===== config.mk =====
export PLATFORM = sky130hd
export DESIGN_NAME = ppip_div
export DESIGN_NICKNAME = d
export VERILOG_FILES = /design/src/rtl/ppip_div.sv
export SDC_FILE = /design/constraint.sdc
export NUM_CORES = 2
export LEC_CHECK = 0
export ABC_AREA = 0
export ABC_CLOCK_PERIOD_IN_PS = 10300
export BUFFER_PORTS_ARGS = -buffer_cell sky130_fd_sc_hd__buf_2
export CORE_MARGIN = 2
export CORE_UTILIZATION = 59
export CTS_CLUSTER_SIZE = 30
export DETAILED_ROUTE_END_ITERATION = 10
export GPL_TIMING_DRIVEN = 0
export PLACE_DENSITY = 0.79
export SLEW_MARGIN = 20
export SYNTH_ARGS = -nofsm -noshare
export SYNTH_HDL_FRONTEND = slang
export SYNTH_SLANG_ARGS = --single-unit

===== constraint.sdc =====
create_clock -name clock -period 10.3 [get_ports clock]
set_input_delay 1.03 -clock clock [delete_from_list [all_inputs] [get_ports clock]]
set_output_delay 1.03 -clock clock [all_outputs]
set_load 0.1 [all_outputs]

===== src/rtl/ppip_div.sv =====
// Pipelined restoring divider: q = floor(n / w + 1/2), one quotient bit per stage.
module ppip_div #(
   parameter int QW = 11
) (
   input  logic               clock,
   input  logic               en,
   input  logic signed [63:0] num,
   input  logic signed [63:0] den,
   output logic [QW-1:0]      quot,
   output logic               ok
);

   localparam int RWD = 64 + QW + 1;

   logic signed [65:0] nn;
   logic [63:0]        dd;
   logic [RWD-1:0]     lim;

   logic [RWD-1:0] rem_ff [QW+1];
   logic [63:0]    d_ff   [QW+1];
   logic [QW-1:0]  q_ff   [QW+1];
   logic           ok_ff  [QW+1];

   // floor(n/w + 1/2) = floor((2n + w) / 2w)
   assign nn  = (66'(num) <<< 1) + 66'(den);
   assign dd  = {den[62:0], 1'b0};
   assign lim = RWD'(dd) << QW;

   always_ff @(posedge clock) begin
      if (en) begin
         rem_ff[0] <= RWD'(nn[64:0]);
         d_ff[0]   <= dd;
         q_ff[0]   <= '0;
         ok_ff[0]  <= (den > 64'sd0) && !nn[65] && (RWD'(nn[64:0]) < lim);
         for (int k = 0; k < QW; k++) begin
            d_ff[k+1]  <= d_ff[k];
            ok_ff[k+1] <= ok_ff[k];
            if (rem_ff[k] >= (RWD'(d_ff[k]) << (QW-1-k))) begin
               rem_ff[k+1] <= rem_ff[k] - (RWD'(d_ff[k]) << (QW-1-k));
               q_ff[k+1]   <= q_ff[k] | (QW'(1) << (QW-1-k));
            end else begin
               rem_ff[k+1] <= rem_ff[k];
               q_ff[k+1]   <= q_ff[k];
            end
         end
      end
   end

   assign quot = q_ff[QW];
   assign ok   = ok_ff[QW];

endmodule


Word-level counts from Yosys, hierarchy flattened
Memory sizes are Yosys's and may differ from the RTL's.
Index checks and enable logic that the tools add are counted.

cells by class
  $add $sub $neg = 12
  magnitude comparators = 13
  multiplexer cells = 90
  bitwise gates (word level) = 22
  reduce and logical (&&, ||, !) cells = 3

operator list
  cell                                                            number
  76-bit two-way mux                                              11
  11-bit two-way mux                                              11
  76-bit by 64-bit greater-or-equal comparator with 1-bit output  1
  76-bit by 65-bit greater-or-equal comparator with 1-bit output  1
  76-bit by 66-bit greater-or-equal comparator with 1-bit output  1
  76-bit by 67-bit greater-or-equal comparator with 1-bit output  1
  76-bit by 68-bit greater-or-equal comparator with 1-bit output  1
  76-bit by 69-bit greater-or-equal comparator with 1-bit output  1
  76-bit by 70-bit greater-or-equal comparator with 1-bit output  1
  76-bit by 71-bit greater-or-equal comparator with 1-bit output  1
  76-bit by 72-bit greater-or-equal comparator with 1-bit output  1
  76-bit by 73-bit greater-or-equal comparator with 1-bit output  1
  76-bit by 74-bit greater-or-equal comparator with 1-bit output  1
  76-bit by 64-bit subtractor with 76-bit output                  1
  76-bit by 65-bit subtractor with 76-bit output                  1
  76-bit by 66-bit subtractor with 76-bit output                  1
  76-bit by 67-bit subtractor with 76-bit output                  1
  76-bit by 68-bit subtractor with 76-bit output                  1
  76-bit by 69-bit subtractor with 76-bit output                  1
  76-bit by 70-bit subtractor with 76-bit output                  1
  76-bit by 71-bit subtractor with 76-bit output                  1
  76-bit by 72-bit subtractor with 76-bit output                  1
  76-bit by 73-bit subtractor with 76-bit output                  1
  76-bit by 74-bit subtractor with 76-bit output                  1
  other kinds (7)                                                 96

word-level totals
  register bits = 0
  bits in writable memories = 1,824
  output and inout port bits = 12
  logic and storage cells = 144
  memories = 4

memory list
  memory  words  bits a word  rd ports  clocked after memory_dff  wr ports  line  source
  rem_ff  12     76           11        0                         12        19    logic [RWD-1:0] rem_ff [QW+1];
  d_ff    12     64           11        0                         12        20    logic [63:0] d_ff [QW+1];
  q_ff    12     11           12        0                         12        21    logic [QW-1:0] q_ff [QW+1];
  ok_ff   12     1            12        0                         12        22    logic ok_ff [QW+1];

Logic depth before layout (Yosys ltp)
An unclocked memory read counts as a cell.

  word-level depth = 6
  mapped depth = 27
  depth with buffers taken out = 27

Worst setup path before layout
No wires, ideal clock.

  path type = input to register
  from = input port num[22]
  to = memory ok_ff[0][0], data pin
  arrival time = 6.808 ns
  required time = 10.030 ns
  path slack = 3.223 ns
  stages = 25
  cells stage by stage = ha_1 > a21o_1 > a21o_1 > a2111oi_0 > nand2_1 > and3_1 > a311oi_2 > a21oi_1 > a2111oi_4 > nor2_1 > or4_1 > a31oi_1 > o21ai_1 > a21oi_1 > xnor2_1 > ha_1 > nand2_1 > or3_1 > or3_1 > or4_1 > or4_1 > nor3b_1 > nor4_1 > o21ai_0 > nor4_1

RTL lines
  element          line  source
  start, declared  7     input logic signed [63:0] num,
  end, declared    22

==> impl_results.md <==
- Area Growth Syn to Fin: 10.0%
- Mean Syn Cell Area: 10.2 sq um
- Root cell of the clock tree: clkbuf_16
- Routed length on met2: 129000 um
- Worst setup path end: ok_ff[0][0]
- Die height: 415 um
- Clock transition at path regs: 0.06 ns
- Finish-stage setup viols: 0
- Fill cells: 13000
- Setup Buffers After CTS: 0
- Clk sink count: 1595
- Logic depth of the worst register-to-register path: 17
- Design area: 110000 sq um
- R2r setup slk: 3.67 ns
- Port bufs: 141
- Io pins: 142
- FMAX: 107 MHz
- CP Capture Type: flop
- CP Launch Point: den[3]
- Clk_lat worst skew: 0.83 ns
- Slew @ Worst Pin: 1.18 ns
- R2R Path Start: d_ff[1][1]
- H-tree depth: 4
- Worst Skew: 0.0419 ns
- Final GP Congestion: 1.01
- Register area: 47900 sq um
- Met1 wire length: 100000 um
- Final period util: 91.0%
- Routed Wire Length: 265000 um
- Antenna-violating nets left: 0
- Post-synth EDFFs: 1595
- Max VDD drop: 0.199 mV
- Syn. warnings: 0
- Syn Nets: 10700
- Initial Util: 59.5%
- Outcome: completed
- Max-cap viol count: 0
- CTS Buffer Depth: 3
- Largest net degree at the start of global routing: 106
- Register bit total from synthesis: 1595
- Power Dens Cells: 271 nW/um^2
- CP max FO: 5
- Hold_buf cts: 0
- First-pass GRT wire length: 410000 um
- Static leakage power: 46.1 nW
- Critical path arrival: 9.89 ns
- Dpl hpwl: 211000 um
- Setup ws final: 0.928 ns
- Crit Path Category: input port to flop
- Worst Hold Class: flop to flop
- CTS Buf Count: 170
- Die width: 415 um
- Netlist cell types: 94
- Setup TNS: 0 ns
- WL per Instance: 21.3 um
- Area after DPL: 104000 sq um
- Row count: 150
- Global Route Usage Sum: 30.4%
- Dominant synthesized flop cell: edfxtp_1
- CTS tree: built
- RSZ-0062 raised after global routing: false
- DRT iter0 DRCs: 6615
- Vias: 74500
- Slew HR: 20.8%
- Post-cts sizing count: 0
- Minimum clock period: 9.37 ns
- Via-to-Cell Ratio: 6.00
- Core footprint: 167000 sq um
- Cell area after synthesis: 99600 sq um
- Fin. max-slew vios: 0
- Initial antenna violation count: 5
- Fin. Hold Viols: 0
- Share of cells above drive strength 1: 6.78%
- Sequential fraction of the synthesis area: 48.1%
- DRT Pass-1 Iters: 9
- Vias in the first global route: 74500
- CP startpoint kind: input port
- Reg-to-Reg End: rem_ff[2][70]
- Detailed-route DRC error count: 0
- Asr flop ratio synth: 0%
- Multi-input logic area: 46900 sq um
- Top layer in use: met4
- Wire length on met3: 12200 um
- Design Power: 0.0297 W
- Post-Synthesis Cells: 9731
- Gr ovfl total: 0
- Post-Place Setup Slack: 0.0477 ns
- Die ar.: 172000 sq um
- Required @ worst endpoint: 10.82 ns
- Layout net count: 11000
## cell type report
type / count / area share (%)
multi-input cells: 6856 / 42.8
clock buffers: 194 / 4.02
diodes: 7 / 0.0160
flip-flops and latches: 1595 / 43.7
repair buffers: 167 / 1.17
clock inverters: 122 / 1.24
inverters: 913 / 3.13
well taps: 2204 / 2.52
plain buffers: 367 / 1.39
## worst min path at each step
stage,from,to,slack [ns],cells past startpoint
6_report,q_ff[2][30],q_ff[2][41],0.40,0
5_1_grt,den[61],d_ff[0][62],0.39,1
4_1_cts,den[61],d_ff[0][62],0.36,1
3_5_place_dp,q_ff[2][10],q_ff[2][21],0.40,0
3_3_place_gp,q_ff[2][24],q_ff[2][35],0.40,0
2_1_floorplan,ok_ff[0][0],ok_ff[0][1],0.40,0
## per-layer routing
| metal | GRT usage [%] | vias up |
|---|---|---|
| li1 | - | 36200 |
| met1 | 34.2 | 34600 |
| met2 | 53.5 | 2876 |
| met3 | 3.32 | 755 |
| met4 | 22.5 | 0 |
| met5 | 0 | - |
## state kept, by name, summed over array words and instances (netlist names)
signal / cells
ok_ff: 12
rem_ff: 825
q_ff: 66
d_ff: 692
## synthesized netlist by cell type (14+ instances only)
cell | n | area share (%)
nor2b_1 | 107 | 0.67
a41oi_1 | 17 | 0.15
and2_1 | 41 | 0.26
xor2_1 | 292 | 2.6
xnor2_1 | 415 | 3.6
o21ai_0 | 602 | 3.0
nor3b_1 | 16 | 0.12
a31oi_1 | 92 | 0.58
buf_1 | 14 | 0.053
inv_1 | 913 | 3.4
o21ai_1 | 17 | 0.085
a21o_1 | 556 | 4.2
or4_1 | 19 | 0.14
nand4_1 | 195 | 1.2
nor3_1 | 99 | 0.50
nor2_1 | 680 | 2.6
mux2_2 | 118 | 1.3
edfxtp_1 | 1595 | 48
or2_2 | 24 | 0.15
o2111ai_1 | 14 | 0.12
nand3_1 | 148 | 0.74
nand2_1 | 697 | 2.6
a211oi_1 | 56 | 0.42
ha_1 | 800 | 10
o21a_1 | 58 | 0.44
or3_1 | 35 | 0.22
o31ai_1 | 48 | 0.36
o21bai_1 | 108 | 0.81
a221oi_1 | 28 | 0.25
a221o_1 | 16 | 0.16
and3_1 | 76 | 0.48
o211ai_1 | 31 | 0.23
o41ai_1 | 17 | 0.15
buf_2 | 40 | 0.20
nand2b_1 | 93 | 0.58
a311oi_1 | 20 | 0.18
and4_1 | 24 | 0.21
clkbuf_1 | 299 | 1.1
nor4_1 | 63 | 0.40
a21oi_1 | 994 | 5.0
a21boi_0 | 37 | 0.28
a211o_1 | 25 | 0.22
## power breakdown
part	internal, W	switching (W)
sequential	0.00938	0.000978
clock	0.00368	0.00259
combinational	0.00541	0.00765
total	0.0185	0.0112
## critical path, cell delays in order
cell and delay [ns]:
buf_2 0.16, ha_1 0.39, nand3_1 0.09, o22ai_1 0.21, nor4_1 0.10, a211o_1 0.27
a2111oi_0 0.90, o2111ai_1 0.51, a21oi_1 0.57, a2111oi_4 0.20, nor2_1 0.18, or4_1 0.16
a31oi_1 0.13, o21ai_1 0.31, a21oi_1 0.13, xnor2_1 0.41, ha_1 0.22, nand2_1 0.05
or3_1 0.41, or3_1 0.46, or4_1 0.67, or4_1 0.81, nor3b_1 0.90, nor4_1 0.16
o21ai_0 0.25, nor4_1 0.20
## kinds of logic after synthesis
logic type                 Yosys count  synth area share [%]
AOI/OAI and AO/OA                 2860                  17.9
xor gates and xnor gates           707                  6.22
adders and majority gates          811                  10.3
buffers and inverters             1280                  4.93
DFF                               1595                  48.1
muxes                              123                  1.38
and+or+nand+nor                   2355                  11.2
## metrics by stage
stage	hold slack, ns	utilization, %	instances
after global placement	0.400	61.6	12100
after floorplan	0.400	-	9731
after global routing	0.386	65.4	12400
after detailed placement	0.405	62.0	12100
after CTS	0.362	65.4	12400
final	0.404	65.4	12400
## placed cells by master, fill, tap and decap left out, types with 76 or more instances in the layout
cell type	instances
inv_1	913
and3_1	76
a31oi_1	92
xnor2_1	415
nand2b_1	93
a21o_1	556
nor2b_1	107
a21oi_1	994
clkbuf_16	173
nand2_1	697
xor2_1	292
edfxtp_1	1595
mux2_2	118
o21ai_0	602
nand4_1	195
nor2_1	679
nand3_1	148
ha_1	800
clkbuf_1	310
o21bai_1	108
nor3_1	97
buf_2	180
Note: power is estimated with default switching activity, not from simulation.
